<file path="src/rtl/rmth_pkg.sv">
// Shared constants, codes and types for the running median block.
package rmth_pkg;

    localparam int Capacity   = 1024;
    localparam int ValueWidth = 32;
    localparam int LowerDepth = Capacity / 2;
    localparam int UpperDepth = (Capacity + 1) / 2;
    localparam int AddrWidth  = $clog2(UpperDepth);
    localparam int HeapCountWidth = $clog2(UpperDepth + 1);
    localparam int CountWidth = 11;

    localparam logic [1:0] FUNC_PUSH  = 2'd0;
    localparam logic [1:0] FUNC_POP   = 2'd1;
    localparam logic [1:0] FUNC_CLEAR = 2'd2;

    localparam logic [1:0] STATUS_OK        = 2'd0;
    localparam logic [1:0] STATUS_POP_EMPTY = 2'd1;
    localparam logic [1:0] STATUS_PUSH_FULL = 2'd2;

    typedef logic signed [ValueWidth-1:0] value_t;
    typedef logic [AddrWidth-1:0] addr_t;
    typedef logic [HeapCountWidth-1:0] hcount_t;

    // Datapath operation codes.
    localparam logic [2:0] DOP_NONE     = 3'd0;
    localparam logic [2:0] DOP_INSERT   = 3'd1; // place x at index count, sift up
    localparam logic [2:0] DOP_REMOVE   = 3'd2; // move last to top, sift down
    localparam logic [2:0] DOP_REPLACE  = 3'd3; // put x at top, sift down

    // Controller to datapath command.
    typedef struct packed {
        logic       go;
        logic [2:0] op;
        logic       upper;   // 1: min-heap, 0: max-heap
        value_t     x;
        logic       clear;
    } dp_cmd_t;

    // Datapath to controller status.
    typedef struct packed {
        logic    done;
        value_t  lower_top;
        value_t  upper_top;
        hcount_t lower_count;
        hcount_t upper_count;
    } dp_stat_t;

endpackage

</file>
<file path="src/rtl/rmth_ctrl.sv">
// Controller: decodes the operation and sequences heap steps.
module rmth_ctrl
(
    input  logic                        clk,
    input  logic                        rst_n,
    input  logic                        start,
    input  logic [1:0]                  func,
    input  logic signed [31:0]          value,
    output logic                        busy,
    output logic                        done,
    output logic signed [31:0]          lower_median,
    output logic signed [32:0]          median_times_two,
    output logic [10:0]                 item_count,
    output logic                        is_empty,
    output logic [1:0]                  status,
    output rmth_pkg::dp_cmd_t           cmd,
    input  rmth_pkg::dp_stat_t          stat
);

    localparam logic [2:0] C_IDLE  = 3'd0;
    localparam logic [2:0] C_STEP1 = 3'd1;  // first heap step running
    localparam logic [2:0] C_ISSUE2 = 3'd2;
    localparam logic [2:0] C_STEP2 = 3'd3;
    localparam logic [2:0] C_REPORT = 3'd4;

    logic [2:0]       state_reg, state_next;
    logic [2:0]       op2_reg;
    logic             up2_reg;
    rmth_pkg::value_t x2_reg;
    logic [1:0]       status_reg;
    logic             done_reg;
    rmth_pkg::value_t lmed_reg;
    logic signed [32:0] twice_reg;
    logic [10:0]      count_reg;

    rmth_pkg::value_t lt, ut;
    rmth_pkg::hcount_t lc, uc;
    logic [10:0] total;
    assign lt = stat.lower_top;
    assign ut = stat.upper_top;
    assign lc = stat.lower_count;
    assign uc = stat.upper_count;
    assign total = 11'(lc) + 11'(uc);

    // Decode of the accepted beat into up to two heap operations
    logic [2:0] op1, op2;
    logic       up1, up2;
    rmth_pkg::value_t x1, x2;
    logic [1:0] st;
    always_comb
    begin
        op1 = rmth_pkg::DOP_NONE; op2 = rmth_pkg::DOP_NONE;
        up1 = 1'b1; up2 = 1'b0; x1 = value; x2 = value;
        st = rmth_pkg::STATUS_OK;
        case (func)
            rmth_pkg::FUNC_PUSH:
            begin
                if (total >= 11'(rmth_pkg::Capacity))
                    st = rmth_pkg::STATUS_PUSH_FULL;
                else if (uc == '0 || value >= ut)
                begin
                    if (uc == lc)
                        op1 = rmth_pkg::DOP_INSERT;
                    else
                    begin
                        op1 = rmth_pkg::DOP_REPLACE;
                        op2 = rmth_pkg::DOP_INSERT; up2 = 1'b0; x2 = ut;
                    end
                end
                else if (uc == lc)
                begin
                    if (lc == '0 || value >= lt)
                        op1 = rmth_pkg::DOP_INSERT;
                    else
                    begin
                        op1 = rmth_pkg::DOP_REPLACE; up1 = 1'b0;
                        op2 = rmth_pkg::DOP_INSERT; up2 = 1'b1; x2 = lt;
                    end
                end
                else
                begin
                    op1 = rmth_pkg::DOP_INSERT; up1 = 1'b0;
                end
            end
            rmth_pkg::FUNC_POP:
            begin
                if (total == '0) st = rmth_pkg::STATUS_POP_EMPTY;
                else
                begin
                    op1 = rmth_pkg::DOP_REMOVE;
                    up1 = (lc != uc);
                end
            end
            default:
            begin
            end
        endcase
    end

    logic accept;
    assign accept = start && !busy;

    always_comb
    begin
        state_next = state_reg;
        cmd.go = 1'b0; cmd.op = op1; cmd.upper = up1; cmd.x = x1;
        cmd.clear = accept && (func == rmth_pkg::FUNC_CLEAR);
        case (state_reg)
            C_IDLE:
                if (accept)
                begin
                    if (op1 != rmth_pkg::DOP_NONE)
                    begin
                        cmd.go = 1'b1;
                        state_next = C_STEP1;
                    end
                    else
                        state_next = C_REPORT;
                end
            C_STEP1:
                if (stat.done)
                    state_next = (op2_reg != rmth_pkg::DOP_NONE) ? C_ISSUE2 : C_REPORT;
            C_ISSUE2:
            begin
                cmd.go = 1'b1; cmd.op = op2_reg; cmd.upper = up2_reg; cmd.x = x2_reg;
                state_next = C_STEP2;
            end
            C_STEP2:
                if (stat.done) state_next = C_REPORT;
            C_REPORT:
                state_next = C_IDLE;
            default:
                state_next = C_IDLE;
        endcase
    end

    always_ff @(posedge clk or negedge rst_n)
    begin
        if (!rst_n)
        begin
            state_reg <= C_IDLE;
            done_reg  <= 1'b0;
        end
        else
        begin
            state_reg <= state_next;
            done_reg  <= (state_reg == C_REPORT);
        end
    end

    // Latch the second step and status on accept; register the result beat in the report state after the heaps settle
    always_ff @(posedge clk)
    begin
        if (accept)
        begin
            op2_reg <= op2; up2_reg <= up2; x2_reg <= x2; status_reg <= st;
        end
        if (state_reg == C_REPORT)
        begin
            count_reg <= total;
            if (total == '0)
            begin
                lmed_reg <= '0; twice_reg <= '0;
            end
            else if (lc == uc)
            begin
                lmed_reg  <= lt;
                twice_reg <= 33'(lt) + 33'(ut);
            end
            else
            begin
                lmed_reg  <= ut;
                twice_reg <= 33'(ut) + 33'(ut);
            end
        end
    end

    assign busy = (state_reg != C_IDLE) || done_reg;
    assign done = done_reg;
    assign lower_median = lmed_reg;
    assign median_times_two = twice_reg;
    assign item_count = count_reg;
    assign is_empty = (count_reg == '0);
    assign status = status_reg;

endmodule

</file>
<file path="config.mk">
export PLATFORM = sky130hd
export DESIGN_NAME = rmth_ctrl
export DESIGN_NICKNAME = d
export VERILOG_FILES = /design/src/rtl/rmth_pkg.sv /design/src/rtl/rmth_ctrl.sv
export SDC_FILE = /design/constraint.sdc
export NUM_CORES = 1
export LEC_CHECK = 0
export BUFFER_PORTS_ARGS = -buffer_cell sky130_fd_sc_hd__buf_2
export CORE_MARGIN = 2
export CORE_UTILIZATION = 55
export DETAILED_ROUTE_END_ITERATION = 7
export PLACE_DENSITY_LB_ADDON = 0.05
export SYNTH_ARGS = -nofsm -noshare
export SYNTH_HDL_FRONTEND = slang
export SYNTH_SLANG_ARGS = --single-unit
</file>
<file path="constraint.sdc">
create_clock -name clk -period 17.19 [get_ports clk]
set_clock_uncertainty 0.05 [all_clocks]
set_input_delay 0.8595 -clock clk [delete_from_list [all_inputs] [get_ports clk]]
set_output_delay 0.8595 -clock clk [all_outputs]
set_load 0.03 [all_outputs]
</file>
# Word-level counts from Yosys, hierarchy flattened
# Cells that the tools add are included.
[totals]
ff_bits = 118
input_bits = 122
out_inout_bits = 119
word_cells = 86
[op_classes]
add_sub_neg = 3
magnitude_cmp = 3
n_eq_ne = 12
n_mux = 39
n_bitwise = 2
reduce_logical = 18
[op_table]
columns = ["operator", "n"]
rows = [
  ["$mux 32", 7],
  ["$add 32x32->33", 2],
  ["$ge 32x32->1", 2],
  ["$mux 36", 1],
  ["$mux 33", 1],
  ["$mux 3", 9],
  ["$logic_not 11->1", 2],
  ["$eq 10x10->1", 2],
  ["$logic_not 10->1", 2],
  ["$mux 1", 12],
  ["$pmux 3 s4", 1],
  ["$add 10x10->11", 1],
  ["$ge 11x11->1 const B", 1],
  ["$ne 10x10->1", 1],
  ["$reduce_bool 3->1", 3],
  ["$mux 2", 4],
  ["$eq 3x2->1 const B", 2],
  ["$ne 2x2->1 const B", 3],
  ["$pmux 3 s2", 1],
  ["$pmux 1 s2", 2],
  ["$pmux 2 s2", 1],
  ["$reduce_or 4->1", 1],
  ["$eq 3x1->1 const B", 1],
  ["$eq 3x3->1 const B", 1],
  ["10 further kinds", 14],
]

# Logic depth before layout (Yosys ltp)
# Gate-level depths: netlist of the first run.
[logic_depth]
word_depth = 11
mapped_depth = 19
depth_no_buf = 16

# Least setup slack after synthesis of the first run
# Ideal clock, no wire load.
[synth_timing]
path_type = "reg2reg"
startpoint = "register state_reg[0]"
endpoint = "register done_reg, in the netlist done"
setup_ns = 0.695
arrival_ns = 6.025
required_time_ns = 16.445
slack_ns = 10.420
path_stages_with_launch = 2
n_path_buf = 0
period_less_slack_ns = 6.770
path_cell_list = "dfrtp_1 > nor3b_1"
[synth_via]
elab_chain_cells = 1
[synth_lines]
columns = ["element", "line", "rtl"]
rows = [
  ["start, declared", "rmth_ctrl.sv:26", "logic [2:0] state_reg, state_next;"],
  ["start signal, assigned", "rmth_ctrl.sv:146", "state_reg <= state_next;"],
  ["$eq 3x3->1", "rmth_ctrl.sv:147", "done_reg <= (state_reg == C_REPORT);"],
  ["end signal, assigned", "rmth_ctrl.sv:147", ""],
  ["end, declared", "rmth_ctrl.sv:31", "logic done_reg;"],
]
# No other way between the ends.
# A chain may end at the register's enable or synchronous reset.

==> qor.yml, run 1 <==
drt:
  drt-initial-drc-count: 606
  vias: 8301
  drc: 0
  totalWireLength_um: 25600
  ant_nets: 0
  routed_via_density: 5.72
  wl_per_cell_um: 17.7
  firstDrtPassIters: 5
yosys:
  synth_edf_count: 112
  syn_area_um2: 9070
  ys_ff_latch: 116
  postSynthCellCount: 989
  yosys.area.top_type_share_pct: 37.1
  synthesis.nets: 1219
  synthFlopType: "edfxtp_1"
  seq_area_frac_synth_pct: 38.2
  yosys_warnings: 0
  synth.distinct_cells: 68
  syn-mean-instance-area_um2: 9.17
  yosys.area.top_type: "edfxtp_1"
  synth_area_leaders: "edfxtp_1 (37%), ha_1 (15%), inv_1 (5.3%)"
  synthArstFlopShare_pct: 3.45
clock_tree:
  cts_hold_buffers: 0
  cts_max_level: 4
  cts_buffer_depth: 2
  clockRootBuffer: "clkbuf_16"
  clock_latency_ns: 0.41
  tritoncts: "built"
  postCtsSetupRepairBufs: 0
  cts_resized: 0
  clkTransAtPathRegs_ns: 0.05
  clock_sinks: 116
  cts_buffers: 17
placed_design:
  routabilityCongestion: 0.912
  portBuffers: 239
  place_hpwl_um: 19000
  place_inst: 1419
critical_path:
  required_ns: 16.28
  start_kind: "primary input"
  worstSetupEndpointType: "primary output"
  crit_type: "primary input to primary output"
  worstPathArrival_ns: 4.61
  path_max_fanout: 22
timing:
  tns_ns: 0
  fin_crit_ns: 5.52
  finalHoldViolations: 0
  setup_violations: 0
  fmax_mhz: 181
  tightest_slew_ns: 0.693
  max-slew-margin-rel_pct: 53.8
  fin_crit_sh_pct: 32.1
  drv_slew: 0
  rsz0062_at_grt: "no"
cells_and_area:
  fillCellCount: 1326
  syn_to_final_growth_pct: 22.5
  seqCellArea_um2: 3460
  drive_above_1_share_pct: 26.1
  fin_nets: 1452
  largest_register_ffs: 33
  multi_input_area_um2: 4990
  stdcell_count: 1451
global_route:
  grt_max_degree: 68
  grt-ovfl-total: 0
  grt_pass1_vias: 8032
  grt_antenna_before_repair: 1
  grtUsageTotal_pct: 29.2
  grt_pass1_wl_um: 40700
floorplan:
  die_area_um2: 17500
  ios: 241
  die_w_um: 132
  fp.dieH_um: 132
  start_util_pct: 56.7
  num_rows: 46
  core_um2: 16000
power_and_ir_drop:
  power_density_nw_per_um2: 117
  p_leak_uw: 0.00522
  ir_drop_mv: 0.0734
outcome:
  status: "completed"
worst_hold_path:
  hold_path_class: "primary input to async pin"
run:
  max_cap_viol_count: 0
path summary, 6_finish.rpt:
kind	depth (start not counted)	slack [ns]	start	to
setup / recovery	16	11.67	stat[0]	cmd[35]
hold / removal	1	0.19	rst_n	done$_DFF_PN0_
setup reg to reg	4	15.21	state_reg[0]$_DFFE_PN0P_	x2_reg[15]$_DFFE_PP_
hold reg to reg	1	0.50	state_reg[2]$_DFFE_PN0P_	state_reg[1]$_DFFE_PN0P_
max in group asynchronous	1	16.78	rst_n	state_reg[2]$_DFFE_PN0P_
min in group clk	1	0.50	state_reg[2]$_DFFE_PN0P_	state_reg[1]$_DFFE_PN0P_
critical path: stages:
cell and delay (ns):
buf_2 0.10, ha_1 0.22, fa_1 0.43, a211o_1 0.32, a21oi_1 0.13, or2_1 0.16
o21a_2 0.17, inv_2 0.05, or3_1 0.32, or4_1 0.54, nand2_1 0.12, nand2_2 0.21
inv_2 0.47, nor2_2 0.11, a21oi_1 0.16, buf_2 0.22
layout by cell type, fill, tap and decap left out, types with 17 or more instances in the layout:
cell type	count
edfxtp_1	112
inv_1	128
o21ai_0	48
buf_2	239
a21o_1	20
a22oi_1	20
clkbuf_16	17
mux2_2	30
nand2_1	55
a21oi_1	87
ha_1	106
nor2_1	124
per-layer routing:
metal / global-route usage, % / part of all wire, % / vias to the layer above
li1: - / - / 4055
met3: 4.21 / 6.2 / 47
met5: 0 / 0 / -
met1: 40.7 / 45 / 3861
met2: 46.6 / 47 / 338
met4: 10.5 / 2.4 / 0
cell usage after synthesis (11+ instances only):
cell	n
nor4_1	13
nand3_1	11
nand2_1	55
clkbuf_1	22
a22oi_1	20
xor2_1	14
ha_1	106
a211oi_1	11
nor3_1	12
edfxtp_1	112
nand4_1	16
nor2_1	124
a21o_1	20
inv_1	128
xnor2_1	16
a21oi_1	87
mux2_2	30
o21ai_0	48
layout make-up:
class,count,area share (%)
multi-input combinational,710,44.9
clock buffer,19,3.89
clock inverter,12,1.89
inverter,131,4.47
antenna,1,0.0225
tap,216,2.43
sequential,116,31.2
timing repair buffer,246,11.2
kinds of logic (layout without fill, tap and decap cells):
group / Yosys count / in the layout / share of synthesized area (%)
other cells: 1 / 2 / 0.0413
fa+ha+maj: 108 / 108 / 15.1
compound gates: 258 / 258 / 18.3
xor+xnor: 30 / 30 / 2.90
flops: 116 / 116 / 38.2
simple gates: 281 / 281 / 14.5
mux: 32 / 32 / 3.94
buf+inv: 163 / 408 / 7.02
metrics by stage:
step | cell area, µm² | utilization (%) | hold WS (ns) | setup WS, ns | total power [µW]
after floorplan | 9070 | - | 0.423 | 10.42 | 772
after global placement | 10500 | 65.5 | 0.487 | 11.79 | 903
after detailed placement | 10500 | 65.5 | 0.488 | 11.74 | 908
after CTS | 11100 | 69.5 | 0.178 | 11.72 | 1310
after global routing | 11100 | 69.5 | 0.192 | 11.51 | 1360
final | 11100 | 69.5 | 0.193 | 11.67 | 1300
power breakdown:
group | switching (µW) | internal, µW | total, µW
logic | 328 | 147 | 475
clock network | 127 | 269 | 396
registers | 22.2 | 410 | 432
Power figures use the tool's default switching activity.
==> run 2, diff against run 1 <==
--- a/config.mk
+++ b/config.mk
@@ -7,7 +7,7 @@
 export LEC_CHECK = 0
 export BUFFER_PORTS_ARGS = -buffer_cell sky130_fd_sc_hd__buf_2
 export CORE_MARGIN = 2
-export CORE_UTILIZATION = 55
+export CORE_UTILIZATION = 49
 export DETAILED_ROUTE_END_ITERATION = 7
 export PLACE_DENSITY_LB_ADDON = 0.05
 export SYNTH_ARGS = -nofsm -noshare
==> constraint.sdc (replaced) <==
create_clock -name clk -period 4.66 [get_ports clk]
set_clock_uncertainty 0.05 [all_clocks]
set_input_delay 0.233 -clock clk [delete_from_list [all_inputs] [get_ports clk]]
set_output_delay 0.233 -clock clk [all_outputs]
set_load 0.03 [all_outputs]
==> run 2 against run 1 <==
Effect of this change:
- the flow now finishes with violations (DRC)
- largest power group unchanged
- final area up 0.21%
- power rose to 3.6 times the previous value
- largest cell class unchanged
- die area up 12%
- register-to-register slack worse by 13 ns
- sequential cell count unchanged
- clock power rose to 3.5 times the previous value
==> qor.yml, run 2 (synthesis results as in run 1) <==
outcome:
  status: "finished, violations left"
  violations: "DRC"
critical_path:
  worstSetupEndpointType: "primary output"
  worstPathArrival_ns: 3.70
  crit_type: "primary input to primary output"
  path_max_fanout: 13
  cp_cell_sequence: "buf_2, ha_1, fa_1, a211o_1, a21oi_1, or2_1, o21a_2, inv_2, or3_1, or4_1, nand2_1, nand2_2, inv_2, nor2_2, a21oi_1, buf_2"
  regToRegStartpoint: "state_reg[0]$_DFFE_PN0P_"
  required_ns: 4.38
  slowest_delay_ns: 0.52
  cp-startpoint: "stat[0]"
  crit_buf_inv: 4
  slowest_stage: "or4_1"
  crit_family: "simple AND/OR/NAND/NOR gates"
  start_kind: "primary input"
cells_and_area:
  syn_to_final_growth_pct: 22.8
  largest_register_ffs: 33
  final_common_cell: "buf_2"
  final_cell_mix: "buf_2 (239), inv_1 (128), nor2_1 (124), edfxtp_1 (112), ha_1 (106)"
  multi_input_area_um2: 5000
  fin_nets: 1456
  fillCellCount: 1637
  stdcell_count: 1469
  drive_above_1_share_pct: 26.2
  postLayoutCoreUtil_pct: 61.6
  seqCellArea_um2: 3460
floorplan:
  die_area_um2: 19600
  core_um2: 18100
  start_util_pct: 50.2
  die_w_um: 140
  fp.dieH_um: 140
  num_rows: 49
  ios: 241
drt:
  vias: 8288
  firstDrtPassIters: 8
  ant_nets: 0
  wl_per_cell_um: 17.9
  drc: 17
  totalWireLength_um: 26300
  drt-initial-drc-count: 497
  routed_via_density: 5.64
clock_tree:
  cts_max_level: 4
  clock_sinks: 116
  cts_hold_buffers: 1
  postCtsSetupRepairBufs: 0
  cts_buffer_depth: 2
  clockRootBuffer: "clkbuf_16"
  tritoncts: "built"
  cts_resized: 0
  clock_latency_ns: 0.42
  cts_buffers: 17
  clkTransAtPathRegs_ns: 0.05
global_route:
  grt_max_degree: 68
  grt-ovfl-total: 0
  grt_pass1_vias: 7990
  grtUsageTotal_pct: 27.2
  grt_antenna_before_repair: 2
  grt_pass1_wl_um: 41800
timing:
  drv_slew: 0
  tightest_slew_ns: 0.689
  max-slew-margin-rel_pct: 54.0
  tns_ns: 0
  fin_crit_sh_pct: 85.5
  rsz0062_at_grt: "no"
  finalHoldViolations: 0
  fmax_mhz: 251
  setup_violations: 0
  fin_crit_ns: 3.99
worst_hold_path:
  min-delay-start: "stat[84]"
  hold_path_class: "primary input to flip-flop"
placed_design:
  routabilityCongestion: 0.887
  portBuffers: 239
  place_hpwl_um: 19900
  place_inst: 1435
power_and_ir_drop:
  p_leak_uw: 0.00522
  power_density_nw_per_um2: 424
  ir_drop_mv: 0.274
run:
  max_cap_viol_count: 0
run 2: cell count changes in the layout (fill, tap and decap cells not counted), sizes merged:
cell and change:
buf +3, bufinv -2, clkbuf +2, clkinvlp +1, dlygate4sd3 +1
run 2: path summary, 6_finish.rpt:
path,end,slack [ns],depth (start not counted)
max reg2reg,x2_reg[3]$_DFFE_PP_,2.64,4
min,state_reg[1]$_DFFE_PN0P_,0.06,3
max in group asynchronous,done$_DFF_PN0_,4.34,2
min in group asynchronous,state_reg[2]$_DFFE_PN0P_,0.10,2
max,cmd[35],0.67,16
min reg2reg,state_reg[1]$_DFFE_PN0P_,0.51,1
run 2: worst reg2reg max path: stages, from the launching register on:
cell     delay [ns]
dfrtp_1        0.45
nor4_1         0.40
nand2_1        0.18
inv_1          0.08
buf_4          0.48
run 2: through the flow:
stage | hold slack (ns) | worst slack (ns) | cell area, µm² | power, µW
after global placement | -0.00614 | 0.461 | 10500 | 3360
after floorplan | -0.113 | 0.681 | 9080 | 2830
final | 0.0604 | 0.674 | 11100 | 4720
after global routing | 0.0586 | 0.276 | 11100 | 4950
after detailed placement | -0.00680 | 0.340 | 10500 | 3370
after CTS | 0.0424 | 0.710 | 11100 | 4740
run 2: power by group:
part / internal, µW / switching, µW / total (µW)
logic: 546 / 1210 / 1760
registers: 1510 / 90.9 / 1600
clock network: 888 / 479 / 1370
run 2: final cells by class:
type	instances	share of cell area, %
Multi-Input combinational cell	710	44.9
Sequential cell	116	31.1
Timing Repair Buffer	250	11.6
Inverter	131	4.46
Clock buffer	21	3.95
Tap cell	229	2.57
Clock inverter	11	1.43
Antenna cell	1	0.0225
run 2: layer usage:
metal	vias to the layer above	track usage [%]	part of all wire, %
li1	4067	-	-
met1	3870	37.9	46
met2	309	42.8	46
met3	40	4.85	6.3
met4	2	9.36	2.0
met5	-	0	0.049
